## src/rtl/tsp_pkg.sv

```systemverilog
// Shared types and constants for the transaction stream parser.
// Used by every module of the block; no dependencies.
package tsp_pkg;

    typedef enum logic [3:0] {
        PH_VER,
        PH_INCNT,
        PH_ID,
        PH_PIDX,
        PH_SIGLEN,
        PH_SIG,
        PH_SEQ,
        PH_OUTCNT,
        PH_VALUE,
        PH_PKLEN,
        PH_PK,
        PH_LOCK,
        PH_PAYLEN,
        PH_PAY,
        PH_FINISHED,
        PH_SKIP
    } t_phase;

    typedef enum logic [4:0] {
        K_VERSION    = 5'd0,
        K_TYPE       = 5'd1,
        K_IN_COUNT   = 5'd2,
        K_ID_BYTE    = 5'd3,
        K_PREV_INDEX = 5'd4,
        K_SIG_LEN    = 5'd5,
        K_SIG_BYTE   = 5'd6,
        K_SEQUENCE   = 5'd7,
        K_OUT_COUNT  = 5'd8,
        K_VALUE      = 5'd9,
        K_PK_LEN     = 5'd10,
        K_PK_BYTE    = 5'd11,
        K_LOCKTIME   = 5'd12,
        K_PAY_LEN    = 5'd13,
        K_PAY_BYTE   = 5'd14,
        K_DONE       = 5'd15,
        K_ERROR      = 5'd16
    } t_kind;

    typedef enum logic [2:0] {
        E_NONE      = 3'd0,
        E_TRUNCATED = 3'd1,
        E_INPUTS    = 3'd2,
        E_OUTPUTS   = 3'd3,
        E_SCRIPT    = 3'd4,
        E_PAYLOAD   = 3'd5
    } t_err;

    typedef struct packed {
        t_kind        kind;
        logic [63:0]  value;
        logic [7:0]   entry;
        logic [15:0]  byte_num;
        t_err         err;
        logic         last;
    } t_rec;

    typedef struct packed {
        logic         room;
        logic         busy;
    } t_q_status;

    localparam logic [7:0]  VARINT_16 = 8'hFD;
    localparam logic [7:0]  VARINT_32 = 8'hFE;
    localparam logic [15:0] ID_BYTES  = 16'd32;
    localparam int          TDATA_W   = 96;

endpackage

```

## src/rtl/tsp_parser.sv

```systemverilog
// Byte-wise field decoder: phase, counters and accumulator of the parser.
// Produces up to two records per byte. Depends on tsp_pkg.
module tsp_parser #(
    parameter int MAX_INPUTS  = 16,
    parameter int MAX_OUTPUTS = 16,
    parameter int MAX_SCRIPT  = 1024,
    parameter int MAX_PAYLOAD = 1024
) (
    input  logic          i_clk,
    input  logic          i_rst_n,
    input  logic          i_fire,
    input  logic [7:0]    i_byte,
    input  logic          i_eob,
    output tsp_pkg::t_rec o_rec0,
    output tsp_pkg::t_rec o_rec1,
    output logic [1:0]    o_rec_cnt
);
    import tsp_pkg::*;

    t_phase       r_phase, n_phase;
    logic [15:0]  r_bif, n_bif;
    logic [63:0]  r_acc, n_acc;
    logic [1:0]   r_wcode, n_wcode;
    logic [7:0]   r_entry, n_entry;
    logic [7:0]   r_total, n_total;
    logic [15:0]  r_bl, n_bl;
    logic [15:0]  r_type, n_type;
    logic [31:0]  r_cons, n_cons;

    logic [63:0]  fx_acc;
    logic [15:0]  fx_bif;
    logic         fx4_done, fx8_done;
    logic         vi_first, vi_done;
    logic [63:0]  vi_val;
    logic [15:0]  bl_dec;
    logic [1:0]   vi_n_wcode;
    logic [15:0]  vi_n_bl;
    logic [7:0]   entry_inc;
    logic         active;
    logic         data_ph;
    logic         data_end;

    logic         prim_v, type_v, complete, tr_v;
    t_kind        prim_kind;
    logic [63:0]  prim_val;
    logic [7:0]   prim_entry;
    logic [15:0]  prim_bnum;
    t_err         err;
    t_rec         rec_a, rec_b, rec_t;

    assign fx_acc    = r_acc | (64'(i_byte) << {r_bif[2:0], 3'b000});
    assign fx_bif    = r_bif + 16'd1;
    assign fx4_done  = fx_bif >= 16'd4;
    assign fx8_done  = fx_bif >= 16'd8;
    assign vi_first  = r_wcode == 2'd0;
    assign vi_done   = vi_first ? (i_byte < VARINT_16) : (r_bl == 16'd1);
    assign vi_val    = vi_first ? 64'(i_byte) : fx_acc;
    assign bl_dec    = r_bl - 16'd1;
    assign vi_n_wcode = vi_first ? i_byte[1:0] : r_wcode;
    assign vi_n_bl   = !vi_first ? bl_dec :
                       (i_byte == VARINT_16) ? 16'd2 :
                       (i_byte == VARINT_32) ? 16'd4 : 16'd8;
    assign entry_inc = r_entry + 8'd1;
    assign active    = (r_phase != PH_FINISHED) && (r_phase != PH_SKIP);
    assign data_ph   = (r_phase == PH_ID) || (r_phase == PH_SIG) ||
                       (r_phase == PH_PK) || (r_phase == PH_PAY);
    assign data_end  = (r_phase == PH_ID) ? (fx_bif >= ID_BYTES) :
                       (data_ph && bl_dec == 16'd0);

    always_comb begin
        prim_v     = 1'b0;
        prim_kind  = K_VERSION;
        prim_val   = 64'd0;
        prim_entry = 8'd0;
        prim_bnum  = 16'd0;
        type_v     = 1'b0;
        err        = E_NONE;
        complete   = 1'b0;
        unique case (r_phase)
            PH_VER: begin
                if (fx4_done) begin
                    prim_v   = 1'b1;
                    prim_val = 64'(fx_acc[15:0]);
                    type_v   = !i_eob;
                end
            end
            PH_INCNT: begin
                prim_v    = vi_done;
                prim_kind = K_IN_COUNT;
                prim_val  = vi_val;
                if (vi_done && vi_val > 64'(MAX_INPUTS)) err = E_INPUTS;
            end
            PH_ID: begin
                prim_v     = 1'b1;
                prim_kind  = K_ID_BYTE;
                prim_val   = 64'(i_byte);
                prim_entry = r_entry;
                prim_bnum  = r_bif;
            end
            PH_PIDX: begin
                prim_v     = fx4_done;
                prim_kind  = K_PREV_INDEX;
                prim_val   = fx_acc;
                prim_entry = r_entry;
            end
            PH_SIGLEN: begin
                prim_v     = vi_done;
                prim_kind  = K_SIG_LEN;
                prim_val   = vi_val;
                prim_entry = r_entry;
                if (vi_done && vi_val > 64'(MAX_SCRIPT)) err = E_SCRIPT;
            end
            PH_SIG: begin
                prim_v     = 1'b1;
                prim_kind  = K_SIG_BYTE;
                prim_val   = 64'(i_byte);
                prim_entry = r_entry;
                prim_bnum  = r_bif;
            end
            PH_SEQ: begin
                prim_v     = fx4_done;
                prim_kind  = K_SEQUENCE;
                prim_val   = fx_acc;
                prim_entry = r_entry;
            end
            PH_OUTCNT: begin
                prim_v    = vi_done;
                prim_kind = K_OUT_COUNT;
                prim_val  = vi_val;
                if (vi_done && vi_val > 64'(MAX_OUTPUTS)) err = E_OUTPUTS;
            end
            PH_VALUE: begin
                prim_v     = fx8_done;
                prim_kind  = K_VALUE;
                prim_val   = fx_acc;
                prim_entry = r_entry;
            end
            PH_PKLEN: begin
                prim_v     = vi_done;
                prim_kind  = K_PK_LEN;
                prim_val   = vi_val;
                prim_entry = r_entry;
                if (vi_done && vi_val > 64'(MAX_SCRIPT)) err = E_SCRIPT;
            end
            PH_PK: begin
                prim_v     = 1'b1;
                prim_kind  = K_PK_BYTE;
                prim_val   = 64'(i_byte);
                prim_entry = r_entry;
                prim_bnum  = r_bif;
            end
            PH_LOCK: begin
                prim_v    = fx4_done;
                prim_kind = K_LOCKTIME;
                prim_val  = fx_acc;
                complete  = fx4_done && (r_type == 16'd0 || i_eob);
            end
            PH_PAYLEN: begin
                prim_v    = vi_done;
                prim_kind = K_PAY_LEN;
                prim_val  = vi_val;
                if (vi_done && vi_val > 64'(MAX_PAYLOAD)) err = E_PAYLOAD;
                else complete = vi_done && vi_val == 64'd0;
            end
            PH_PAY: begin
                prim_v    = 1'b1;
                prim_kind = K_PAY_BYTE;
                prim_val  = 64'(i_byte);
                prim_bnum = r_bif;
                complete  = r_bl == 16'd1;
            end
            PH_FINISHED, PH_SKIP: begin
                prim_v = 1'b0;
            end
            default: begin
                prim_v = 1'b0;
            end
        endcase
    end

    always_comb begin
        n_phase = r_phase;
        n_bif   = r_bif;
        n_acc   = r_acc;
        n_wcode = r_wcode;
        n_entry = r_entry;
        n_total = r_total;
        n_bl    = r_bl;
        n_type  = r_type;
        n_cons  = r_cons;
        if (i_fire && active) begin
            n_cons = r_cons + 32'd1;
            unique case (r_phase)
                PH_VER, PH_PIDX, PH_SEQ, PH_VALUE, PH_LOCK: begin
                    n_acc = fx_acc;
                    n_bif = fx_bif;
                end
                PH_INCNT, PH_SIGLEN, PH_OUTCNT, PH_PKLEN, PH_PAYLEN: begin
                    n_acc   = vi_first ? 64'd0 : fx_acc;
                    n_bif   = vi_first ? 16'd0 : fx_bif;
                    n_bl    = vi_n_bl;
                    n_wcode = vi_n_wcode;
                end
                PH_ID: begin
                    n_bif = fx_bif;
                end
                PH_SIG, PH_PK, PH_PAY: begin
                    n_bif = fx_bif;
                    n_bl  = bl_dec;
                end
                default: begin
                    n_bif = r_bif;
                end
            endcase
            if ((prim_v && !data_ph) || data_end) begin
                n_acc   = 64'd0;
                n_bif   = 16'd0;
                n_wcode = 2'd0;
                n_bl    = 16'd0;
            end
            unique case (r_phase)
                PH_VER: begin
                    if (fx4_done) begin
                        n_type  = fx_acc[31:16];
                        n_phase = PH_INCNT;
                    end
                end
                PH_INCNT, PH_OUTCNT: begin
                    if (vi_done && err == E_NONE) begin
                        n_total = vi_val[7:0];
                        n_entry = 8'd0;
                        if (r_phase == PH_INCNT)
                            n_phase = (vi_val == 64'd0) ? PH_OUTCNT : PH_ID;
                        else
                            n_phase = (vi_val == 64'd0) ? PH_LOCK : PH_VALUE;
                    end
                end
                PH_ID: begin
                    if (fx_bif >= ID_BYTES) n_phase = PH_PIDX;
                end
                PH_PIDX: begin
                    if (fx4_done) n_phase = PH_SIGLEN;
                end
                PH_SIGLEN: begin
                    if (vi_done && err == E_NONE) begin
                        if (vi_val == 64'd0) begin
                            n_phase = PH_SEQ;
                        end else begin
                            n_bl    = vi_val[15:0];
                            n_phase = PH_SIG;
                        end
                    end
                end
                PH_SIG: begin
                    if (bl_dec == 16'd0) n_phase = PH_SEQ;
                end
                PH_SEQ: begin
                    if (fx4_done) begin
                        n_entry = entry_inc;
                        n_phase = (entry_inc >= r_total) ? PH_OUTCNT : PH_ID;
                    end
                end
                PH_VALUE: begin
                    if (fx8_done) n_phase = PH_PKLEN;
                end
                PH_PKLEN: begin
                    if (vi_done && err == E_NONE) begin
                        if (vi_val == 64'd0) begin
                            n_entry = entry_inc;
                            n_phase = (entry_inc >= r_total) ? PH_LOCK : PH_VALUE;
                        end else begin
                            n_bl    = vi_val[15:0];
                            n_phase = PH_PK;
                        end
                    end
                end
                PH_PK: begin
                    if (bl_dec == 16'd0) begin
                        n_entry = entry_inc;
                        n_phase = (entry_inc >= r_total) ? PH_LOCK : PH_VALUE;
                    end
                end
                PH_LOCK: begin
                    if (fx4_done && !complete) n_phase = PH_PAYLEN;
                end
                PH_PAYLEN: begin
                    if (vi_done && err == E_NONE && vi_val != 64'd0) begin
                        n_bl    = vi_val[15:0];
                        n_phase = PH_PAY;
                    end
                end
                default: begin
                    n_phase = r_phase;
                end
            endcase
            if (err != E_NONE)
                n_phase = PH_SKIP;
            else if (complete)
                n_phase = PH_FINISHED;
        end
        if (i_fire && i_eob) begin
            n_phase = PH_VER;
            n_bif   = 16'd0;
            n_acc   = 64'd0;
            n_wcode = 2'd0;
            n_bl    = 16'd0;
            n_entry = 8'd0;
            n_total = 8'd0;
            n_type  = 16'd0;
            n_cons  = 32'd0;
        end
    end

    always_comb begin
        tr_v = active && (err != E_NONE || complete || i_eob);

        rec_a.kind     = prim_kind;
        rec_a.value    = prim_val;
        rec_a.entry    = prim_entry;
        rec_a.byte_num = prim_bnum;
        rec_a.err      = E_NONE;
        rec_a.last     = 1'b0;

        rec_b.kind     = K_TYPE;
        rec_b.value    = 64'(fx_acc[31:16]);
        rec_b.entry    = 8'd0;
        rec_b.byte_num = 16'd0;
        rec_b.err      = E_NONE;
        rec_b.last     = 1'b1;

        rec_t.entry    = 8'd0;
        rec_t.byte_num = 16'd0;
        rec_t.last     = 1'b1;
        if (err != E_NONE) begin
            rec_t.kind  = K_ERROR;
            rec_t.value = 64'd0;
            rec_t.err   = err;
        end else if (complete) begin
            rec_t.kind  = K_DONE;
            rec_t.value = 64'(r_cons + 32'd1);
            rec_t.err   = E_NONE;
        end else begin
            rec_t.kind  = K_ERROR;
            rec_t.value = 64'd0;
            rec_t.err   = E_TRUNCATED;
        end

        if (i_fire && active)
            o_rec_cnt = 2'(prim_v) + 2'(type_v) + 2'(tr_v);
        else
            o_rec_cnt = 2'd0;

        o_rec0      = prim_v ? rec_a : rec_t;
        o_rec0.last = o_rec_cnt == 2'd1;
        o_rec1      = type_v ? rec_b : rec_t;
    end

    always_ff @(posedge i_clk) begin
        if (!i_rst_n) begin
            r_phase <= PH_VER;
            r_bif   <= 16'd0;
            r_acc   <= 64'd0;
            r_wcode <= 2'd0;
            r_entry <= 8'd0;
            r_total <= 8'd0;
            r_bl    <= 16'd0;
            r_type  <= 16'd0;
            r_cons  <= 32'd0;
        end else begin
            r_phase <= n_phase;
            r_bif   <= n_bif;
            r_acc   <= n_acc;
            r_wcode <= n_wcode;
            r_entry <= n_entry;
            r_total <= n_total;
            r_bl    <= n_bl;
            r_type  <= n_type;
            r_cons  <= n_cons;
        end
    end

endmodule

```

## src/rtl/tsp_rec_queue.sv

```systemverilog
// Four-entry record queue between the decoder and the output stream.
// Takes up to two records a cycle, gives one. Depends on tsp_pkg.
module tsp_rec_queue (
    input  logic               i_clk,
    input  logic               i_rst_n,
    input  tsp_pkg::t_rec      i_rec0,
    input  tsp_pkg::t_rec      i_rec1,
    input  logic [1:0]         i_push_cnt,
    input  logic               i_pop,
    output tsp_pkg::t_rec      o_rec,
    output tsp_pkg::t_q_status o_status
);
    import tsp_pkg::*;

    t_rec        r_mem [4];
    logic [1:0]  r_wp, n_wp;
    logic [1:0]  r_rp, n_rp;
    logic [2:0]  r_cnt, n_cnt;
    logic        pop;

    assign pop             = i_pop && (r_cnt != 3'd0);
    assign o_rec           = r_mem[r_rp];
    assign o_status.busy   = r_cnt != 3'd0;
    assign o_status.room   = r_cnt <= 3'd2;

    always_comb begin
        n_wp  = r_wp + i_push_cnt;
        n_rp  = r_rp + 2'(pop);
        n_cnt = r_cnt + 3'(i_push_cnt) - 3'(pop);
    end

    always_ff @(posedge i_clk) begin
        if (i_push_cnt != 2'd0) r_mem[r_wp] <= i_rec0;
        if (i_push_cnt == 2'd2) r_mem[r_wp + 2'd1] <= i_rec1;
    end

    always_ff @(posedge i_clk) begin
        if (!i_rst_n) begin
            r_wp  <= 2'd0;
            r_rp  <= 2'd0;
            r_cnt <= 3'd0;
        end else begin
            r_wp  <= n_wp;
            r_rp  <= n_rp;
            r_cnt <= n_cnt;
        end
    end

endmodule

```

## src/rtl/transaction_stream_parser_core.sv

```systemverilog
// Top level of the transaction stream parser: input register, decoder, record queue.
// Depends on tsp_pkg, tsp_parser and tsp_rec_queue.
//
// Takes one byte of a serialized transaction per cycle while the queue has room (tlast on
// the buffer's final byte) and streams out one record per cycle while m_axis_tready is high.
// A byte registers in the input stage, is decoded once the queue has room, and its records
// are written into a four-entry queue whose head drives the output. Most bytes yield at
// most one record, so the sustained rate is one byte per cycle while the output keeps up;
// a byte that yields two records (the version word with its type, or a field that ends
// together with a done or error record) takes an extra output slot, and the output port
// sets the pace. Bytes after a done or error record up to tlast give nothing.
module transaction_stream_parser_core #(
    parameter int MAX_INPUTS  = 16,
    parameter int MAX_OUTPUTS = 16,
    parameter int MAX_SCRIPT  = 1024,
    parameter int MAX_PAYLOAD = 1024
) (
    input  logic         i_clk,
    input  logic         i_rst_n,
    input  logic         s_axis_tvalid,
    output logic         s_axis_tready,
    input  logic [7:0]   s_axis_tdata,  // [7:0] data_byte
    input  logic         s_axis_tlast,
    output logic         m_axis_tvalid,
    input  logic         m_axis_tready,
    output logic [95:0]  m_axis_tdata,  // [63:0] field_value, [71:64] entry_number,
                                        // [87:72] byte_number, [90:88] error_code
    output logic [4:0]   m_axis_tuser,  // [4:0] record_kind
    output logic         m_axis_tlast
);
    import tsp_pkg::*;

    logic        r_in_valid;
    logic [7:0]  r_in_byte;
    logic        r_in_eob;
    logic        fire;
    t_rec        rec0, rec1, q_rec;
    logic [1:0]  rec_cnt;
    t_q_status   q_status;

    assign fire          = r_in_valid && q_status.room;
    assign s_axis_tready = !r_in_valid || fire;

    always_ff @(posedge i_clk) begin
        if (!i_rst_n) begin
            r_in_valid <= 1'b0;
        end else if (s_axis_tvalid && s_axis_tready) begin
            r_in_valid <= 1'b1;
        end else if (fire) begin
            r_in_valid <= 1'b0;
        end
    end

    always_ff @(posedge i_clk) begin
        if (s_axis_tvalid && s_axis_tready) begin
            r_in_byte <= s_axis_tdata;
            r_in_eob  <= s_axis_tlast;
        end
    end

    tsp_parser #(
        .MAX_INPUTS  (MAX_INPUTS),
        .MAX_OUTPUTS (MAX_OUTPUTS),
        .MAX_SCRIPT  (MAX_SCRIPT),
        .MAX_PAYLOAD (MAX_PAYLOAD)
    ) u_parser (
        .i_clk     (i_clk),
        .i_rst_n   (i_rst_n),
        .i_fire    (fire),
        .i_byte    (r_in_byte),
        .i_eob     (r_in_eob),
        .o_rec0    (rec0),
        .o_rec1    (rec1),
        .o_rec_cnt (rec_cnt)
    );

    tsp_rec_queue u_queue (
        .i_clk      (i_clk),
        .i_rst_n    (i_rst_n),
        .i_rec0     (rec0),
        .i_rec1     (rec1),
        .i_push_cnt (rec_cnt),
        .i_pop      (m_axis_tready),
        .o_rec      (q_rec),
        .o_status   (q_status)
    );

    assign m_axis_tvalid = q_status.busy;
    assign m_axis_tdata  = TDATA_W'({q_rec.err, q_rec.byte_num, q_rec.entry, q_rec.value});
    assign m_axis_tuser  = q_rec.kind;
    assign m_axis_tlast  = q_rec.last;

endmodule

```

## config.mk

```make
export PLATFORM = sky130hd
export DESIGN_NAME = transaction_stream_parser_core
export DESIGN_NICKNAME = d
export VERILOG_FILES = /design/src/rtl/tsp_pkg.sv /design/src/rtl/tsp_parser.sv /design/src/rtl/tsp_rec_queue.sv /design/src/rtl/transaction_stream_parser_core.sv
export SDC_FILE = /design/constraint.sdc
export NUM_CORES = 1
export LEC_CHECK = 0
export BUFFER_PORTS_ARGS = -buffer_cell sky130_fd_sc_hd__buf_2
export CAP_MARGIN = 10
export CORE_MARGIN = 4
export CORE_UTILIZATION = 45
export DETAILED_ROUTE_END_ITERATION = 8
export GPL_TIMING_DRIVEN = 0
export HOLD_SLACK_MARGIN = 0.02
export SLEW_MARGIN = 40
export SYNTH_ARGS = -nofsm -noshare
export SYNTH_HDL_FRONTEND = slang
export SYNTH_SLANG_ARGS = --single-unit
```

## constraint.sdc

```tcl
create_clock -name i_clk -period 5.6 [get_ports i_clk]
set_clock_uncertainty 0.15 [all_clocks]
set_input_delay 0.28 -clock i_clk [delete_from_list [all_inputs] [get_ports i_clk]]
set_output_delay 0.28 -clock i_clk [all_outputs]
set_load 0.01 [all_outputs]
```

Yosys cells after proc, flatten, opt, wreduce, memory -nomap -nowiden --
Memories as Yosys holds them, arrays and structs flattened. A register that Yosys moved wholly into a read port is not among the register bits. Cells that the tools add are included.
Word-level totals: register bits after elaboration 183, bits in writable memories 388, memories 1
Cells by class: add/subtract/negate cells 12, order comparisons 8, equal/unequal tests 39, shift-type cells 1, muxes and demuxes 79, bitwise operators 2, reduce and logical (&&, ||, !) cells 64
Memories:
- u_queue.r_mem | depth 4, bits a word 97, read ports 1, clocked after Yosys merged registers in 1, write ports 2, RTL line tsp_rec_queue.sv:15 | t_rec r_mem [4];
Operator list (number):
- $pmux W64 S4 | 1
- $mux W97 | 2
- $mux W64 | 3
- $mux W16 | 10
- $mux W69 | 2
- $pmux W64 S2 | 1
- $pmux W16 S2 | 3
- $mux W4 | 17
- $gt A64 B11 Y1 const B | 1
- $gt A64 B5 Y1 const B | 1
- $logic_not A64 Y1 | 1
- $or A64 B64 Y64 | 1
- $reduce_bool A64 Y1 | 1
- $shl A8 B6 Y64 | 1
- $pmux W4 S13 | 1
- $mux W8 | 6
- $pmux W4 S12 | 1
- $ne A4 B1 Y1 const B | 9
- $add A32 B1 Y33 const B | 1
- $add A32 B1 Y32 const B | 1
- $eq A4 B4 Y1 const B | 8
- $logic_not A16 Y1 | 2
- $pmux W8 S4 | 1
- $mux W2 | 10
- other kinds (52) | 120

Depth between registers and ports, before layout --
Gate-level depths: netlist (run 1).
depth after elaboration 16, depth in mapped cells 20, mapped depth without buffers 17

Modules after synthesis --
Synthesis (run 1) repeated with hierarchy kept, for this count alone.
Unflattened totals: cells, all modules 2559, area, all modules 30538.0 um2
By module, submodules not included:
- tsp_rec_queue | times used 1, cells each 983, area each 19018.2 um2, sequential area each 11791.3 um2
- tsp_parser | times used 1, cells each 1555, area each 11143.2 um2, sequential area each 3323.2 um2
- transaction_stream_parser_core | times used 1, cells each 21, area each 376.6 um2, sequential area each 290.3 um2

Worst setup path before layout (run 1) --
OpenSTA, ideal clock, no wires.
path kind reg-to-reg, from register u_parser.r_bif[0], to memory u_queue.r_mem[2][1] in the netlist's numbering (enable), arrival 5066 ps, data required time 4913 ps, path slack -153 ps, cell stages (with the launch flop) 17, buffers on the path 3, clock period less this slack 5753 ps, path through dfxtp_1 ha_1 and4_1 clkbuf_1 and4_1 nor4_1 o31a_1 and3_1 o41ai_1 and4bb_2 a21oi_1 fa_1 o21ai_0 or3_1 clkbuf_1 clkbuf_1 nand2_1
RTL lines:
- from (decl) | RTL line tsp_parser.sv:21 | logic [15:0] r_bif, n_bif;
- from (signal assigned) | RTL line tsp_parser.sv:371 | r_bif <= n_bif;
- to (decl) | RTL line tsp_rec_queue.sv:15

==> results.toml, run 1 <==
[clock_network]
insertion_delay_ns = 0.61
numCtsBuffers = 66
path_clk_slew_ns = 0.06
htree_levels = 3
cts.sinks = 571
clockRootBuffer = "clkbuf_16"
clk_path_buf_depth = 3
cts_tree = "yes"

[status]
status = "completed"

[setup_path]
path_class = "reg -> reg"
worstPathCellList = "buf_2 -> nor2b_1 -> a2111oi_0 -> nand4_1 -> nor4_4 -> nand2_1 -> o311ai_4 -> and4bb_2 -> a21oi_2 -> fa_2 -> o21ai_2 -> or3_4 -> clkbuf_4 -> clkbuf_8 -> nand2_8"
worst-r2r-setup-slack_ns = 0.02
setup.worst_path.start = "r_in_byte[2]$_DFFE_PP_"
cp.required_ns = 5.75
path_max_fanout = 20
start_kind = "register"
worst_path_max_delay_cell = "fa_2"
crit-reg2reg-launch = "r_in_byte[2]$_DFFE_PP_"
end_kind = "register"
cpPeakStageDelay_ns = 0.67
cp.arrival_ns = 5.73

[route]
drc = 0
num_vias = 24400
wire_per_inst_um = 26.5
drtAntennaViolNets = 0
drtPass1Iterations = 9
routed_via_density = 6.49
wl_um = 99800
dr.first_iter.drc_count = 3082

[pwr]
max-vdd-ir-drop_v = 0.000250
power_uw = 10200
p_per_area_nw_per_um2 = 324
leakage_uw = 0.0112

[floorplan]
dieWidth_um = 252
design.core.area_um2 = 58900
die_y_um = 252
start_util = 0.454
ioPinCount = 117
dieArea_um2 = 63400
rows = 89

[min_path]
min_path_type = "in -> reg"
holdCritStartpoint = "m_axis_tready"

[layout]
fin_area_um2 = 31400
layout-area-overhead-vs-synth_pct = 17.4
multi_input_area_um2 = 13100
drive_gt1_frac = 0.178
nets = 2972
instances_no_fill = 3761
seqCellArea_um2 = 13200
fillers = 5291

[synth]
ys.flop_type = "dfxtp_1"
syn_area_um2 = 26800
async_reset_ff_frac = 0
synthDistinctLibCells = 89
avgSynthCellArea_um2 = 9.81
synth_cells = 2727
ys_ff_latch = 571
synth_edf_count = 173
seq_area_frac_synth = 0.492
ys_warn_count = 0

[timing]
maxSlewViolCount = 0
fin_crit_sh = 0.996
finalHoldViolCount = 0
relSlewSlack = 0.384
fin_crit_ns = 5.58
worstMarginPinSlew_ns = 0.923
setup_violations = 0
max_clock_freq_mhz = 179
setup_ws_ns = 0.0213

[placed_design]
gp_congestion = 0.980
dp_hpwl_um = 70200
dpl_cell_area_um2 = 28500
port_buffers = 110
dp_slack_ns = -2.00
placed_cells = 3623

[global_routing]
grt_first_pass_wirelength_um = 147000
grt_max_degree = 24
grt_antenna_before_repair = 1
grt-ovfl-total = 0
gr-usage-all-layers = 0.304
first_global_vias = 23200

[run]
maxCapViolCount = 0
-- worst paths after layout --
kind,endpoint,cells past startpoint
max,u_queue.r_mem[2][39]$_DFFE_PP_,15
min,u_queue.r_rp[0]$_SDFF_PN0_,4
max reg2reg,u_queue.r_mem[2][39]$_DFFE_PP_,15
min reg2reg,u_parser.r_total[5]$_SDFFE_PP0P_,2
-- kinds of logic after synthesis --
logic type               share of synthesized area
AO/OA/AOI/OAI                                0.186
XOR/XNOR                                    0.0265
adder cells (fa/ha/maj)                    0.00992
buffers and inverters                       0.0419
flip-flops                                   0.492
multiplexers                                0.0839
other                                     0.000140
AND/OR/NAND/NOR                              0.159
-- routing by layer --
layer	track usage	up-vias	share of wire
met4	0.117	0	0.041
met3	0.0852	222	0.12
met2	0.458	1474	0.44
li1	-	10700	-
met1	0.421	12000	0.40
met5	0	-	0
-- layout make-up --
| type | instances | share of cell area |
|---|---|---|
| tap | 773 | 0.0308 |
| antenna | 2 | 0.000159 |
| timing repair buffer | 141 | 0.0268 |
| sequential | 571 | 0.419 |
| clock inverter | 23 | 0.00669 |
| clock buffer | 92 | 0.0600 |
| multi-input combinational | 1888 | 0.416 |
| inverter | 28 | 0.00335 |
| buffer | 243 | 0.0373 |
-- sequential cells by signal, summed over array words and instances (netlist names) --
register and flops:
u_parser.r_type 16, u_parser.r_entry 8, u_parser.r_acc 64, r_in_byte 8, u_parser.r_bl 16, u_parser.r_cons 32
u_parser.r_total 8, r_in_eob 1, u_parser.r_wcode 2, u_queue.r_mem 388, u_queue.r_cnt 3, u_queue.r_wp 2
u_queue.r_rp 2, u_parser.r_bif 16, u_parser.r_phase 4, r_in_valid 1
-- critical path, delay by kind of cell, from the launching register on --
kind	cells	cell delay (ns)
simple gates	7	2.23
compound gates	4	1.04
buf+inv	3	0.73
fa+ha+maj	1	0.67
flops	1	0.41
-- cell usage after synthesis (all sizes together), types with 17 or more instances --
master	count	area (um^2)
nor2b	17	106
nor4	26	169
nand3	260	1300
inv	27	101
a21o	41	308
edfxtp	173	5190
mux4	97	2180
and2	27	169
dfxtp	398	7970
a211oi	29	218
a21oi	87	439
nor2	178	668
a31oi	32	200
nand4	18	113
ha	18	225
clkbuf	195	732
nor3	35	175
buf	54	283
o22ai	150	938
xor2	53	464
nand2	211	792
o21ai	306	1530
xnor2	28	245
and3	25	156
-- stage by stage --
stage,hold slack [ns],setup TNS (ns),util
2_1_floorplan,0.229,0,-
3_3_place_gp,0.286,-1027.78,0.480
3_5_place_dp,0.299,-712.53,0.484
4_1_cts,0.0352,0,0.530
5_1_grt,0.0776,-0.564,0.533
6_report,0.0420,0,0.533
-- power by group --
part           total, uW  internal [uW]  switching (uW)
Clock               4220           2450            1770
Sequential          4370           4320            54.0
Combinational       1580            564            1020
-- repair_timing --
action	in CTS	in global routing
setup endpoints to repair	554	538
gates cloned	4	1
endpoints found under the hold margin	16	0
setup buffers	5	4
pin swaps	6	6
gates resized for setup	116	77
hold buffers	12	0
-- placed cells by master (no fill, tap or decap), drive strengths merged, types with 29 or more instances in the layout --
cell / count
a31oi: 32
o22ai: 150
clkbuf: 264
a211oi: 29
a21oi: 87
a21o: 41
buf: 200
xor2: 53
nor2: 178
edfxtp: 173
nand2: 216
nand3: 260
inv: 29
mux4: 97
nor3: 35
o21ai: 306
dfxtp: 398
Note: power is estimated with default switching activity, not from simulation.
==> run 2, diff against run 1 <==
--- a/config.mk
+++ b/config.mk
@@ -12,6 +12,7 @@
 export DETAILED_ROUTE_END_ITERATION = 8
 export GPL_TIMING_DRIVEN = 0
 export HOLD_SLACK_MARGIN = 0.02
+export SKIP_LAST_GASP = 1
 export SLEW_MARGIN = 40
 export SYNTH_ARGS = -nofsm -noshare
 export SYNTH_HDL_FRONTEND = slang
==> constraint.sdc (replaced) <==
create_clock -name i_clk -period 5.6 [get_ports i_clk]
set_clock_uncertainty 0.15 [all_clocks]
set_input_delay 1.68 -clock i_clk [delete_from_list [all_inputs] [get_ports i_clk]]
set_output_delay 1.68 -clock i_clk [all_outputs]
set_load 0.01 [all_outputs]
==> run 2 against run 1 <==
Total power about the same; critical path depth unchanged; worst setup slack better by 0.067 ns; largest cell class unchanged; die area unchanged; clock power about the same; first-iteration DRC count up 0.45%.
==> results.toml, run 2 (synthesized netlist as in run 1, its figures left out) <==
[route]
dr.first_iter.drc_count = 3096
routed_via_density = 6.49
wire_per_inst_um = 26.6
drtPass1Iterations = 7
drc = 0
wl_um = 99700
num_vias = 24300
drtAntennaViolNets = 0

[timing]
maxSlewViolCount = 0
worstMarginPinSlew_ns = 0.910
finalHoldViolCount = 0
max_clock_freq_mhz = 181
fin_tns_setup_ns = 0
fin_crit_ns = 5.51
setup_violations = 0
relSlewSlack = 0.394
fin_crit_sh = 0.984

[setup_path]
cp.required_ns = 5.89
path_max_fanout = 10
path_class = "reg -> reg"
end_kind = "register"
cp.arrival_ns = 5.80
start_kind = "register"

[clock_network]
numCtsBuffers = 66
path_clk_slew_ns = 0.06
cts_tree = "yes"
insertion_delay_ns = 0.61
clockRootBuffer = "clkbuf_16"
cts.sinks = 571
clk_path_buf_depth = 3
htree_levels = 3

[layout]
nets = 2959
fin_area_um2 = 31300
regMostFlops = "u_queue.r_mem"
layout-area-overhead-vs-synth_pct = 16.9
drive_gt1_frac = 0.178
antenna_cells = 0
fin_util = 0.531
reg.largest.list = "u_queue.r_mem x388, u_parser.r_acc x64, u_parser.r_cons x32"
final_cell_mix = "397 x dfxtp_1, 298 x o21ai_0, 255 x nand3_1"
largest_reg_flops = 388
layout_commonest_cell = "dfxtp_1"

[floorplan]
die_y_um = 252
dieWidth_um = 252
dieArea_um2 = 63400
rows = 89
ioPinCount = 117
design.core.area_um2 = 58900
start_util = 0.454

[pwr]
leakage_uw = 0.0111
p_per_area_nw_per_um2 = 325
max-vdd-ir-drop_v = 0.000250

[global_routing]
first_global_vias = 23200
grt_max_degree = 24
grt-ovfl-total = 0
gr-usage-all-layers = 0.304
grt_antenna_before_repair = 1
grt_first_pass_wirelength_um = 147000

[placed_design]
dp_hpwl_um = 70200
gp_congestion = 0.980
port_buffers = 110
dpl_cell_area_um2 = 28500

[status]
status = "completed"

[min_path]
min_path_type = "reg -> reg"

[run]
maxCapViolCount = 0
[run 2: final timing paths]
kind,startpoint,to,slack [ns],cells after the start
max,r_in_byte[2]$_DFFE_PP_,u_queue.r_mem[2][57]$_DFFE_PP_,0.09,15
max reg2reg,r_in_byte[2]$_DFFE_PP_,u_queue.r_mem[2][57]$_DFFE_PP_,0.09,15
min reg2reg,u_parser.r_total[5]$_SDFFE_PP0P_,u_parser.r_total[5]$_SDFFE_PP0P_,0.31,2
min,u_parser.r_total[5]$_SDFFE_PP0P_,u_parser.r_total[5]$_SDFFE_PP0P_,0.31,2
[run 2: final cells by class]
class | instances | area [um^2]
Clock buffer | 92 | 1880
Timing Repair Buffer | 129 | 722
Clock inverter | 23 | 210
Sequential cell | 571 | 13200
Buffer | 242 | 1160
Fill cell | 5305 | 27600
Tap cell | 773 | 967
Multi-Input combinational cell | 1888 | 13100
Inverter | 28 | 105
[run 2: per-stage QoR]
stage	setup slack, ns	hold WS, ns	total power [uW]	std cells
6_report	0.0878	0.307	10200	3746
5_1_grt	-0.00220	0.331	10500	3746
4_1_cts	-0.0447	0.311	10200	3744
3_5_place_dp	-2.00	0.299	5980	3623
3_3_place_gp	-3.16	0.286	5960	3614
2_1_floorplan	0.114	0.276	5390	2731
[run 2: per-layer routing]
layer / track usage / share of wire / wire length (um) / up-vias
li1: - / - / - / 10700
met1: 0.420 / 0.41 / 40400 / 12000
met2: 0.457 / 0.44 / 44000 / 1383
met3: 0.0854 / 0.11 / 11200 / 228
met4: 0.117 / 0.041 / 4040 / 0
met5: 0 / 0 / 0 / -
[run 2: where the power goes]
part	switching (uW)	total (uW)	internal, uW
Sequential	54.4	4370	4320
Combinational	1020	1580	558
Clock	1770	4220	2450
Total	2840	10200	7330
[run 2: what timing repair did]
item | 4_1_cts | 5_1_grt
buffers inserted | 5 | 4
hold buffers | 0 | 0
pin swaps | 6 | 5
cloned | 4 | 1
endpoints found under the setup margin | 554 | 543
endpoints found under the hold margin | 0 | 0
resized for setup | 114 | 77
[run 2: critical path: stages, from the launching register on]
cell and delay (ns):
edfxtp_1 0.41, buf_2 0.24, nor2b_1 0.28, a2111oi_0 0.44, nand4_1 0.27, nor4_4 0.47, nand2_1 0.18, o311ai_4 0.35
and4bb_2 0.38, a21oi_2 0.10, fa_2 0.66, o21ai_2 0.11, nor3_1 0.52, nand2_2 0.28, clkbuf_2 0.29, o22ai_1 0.20
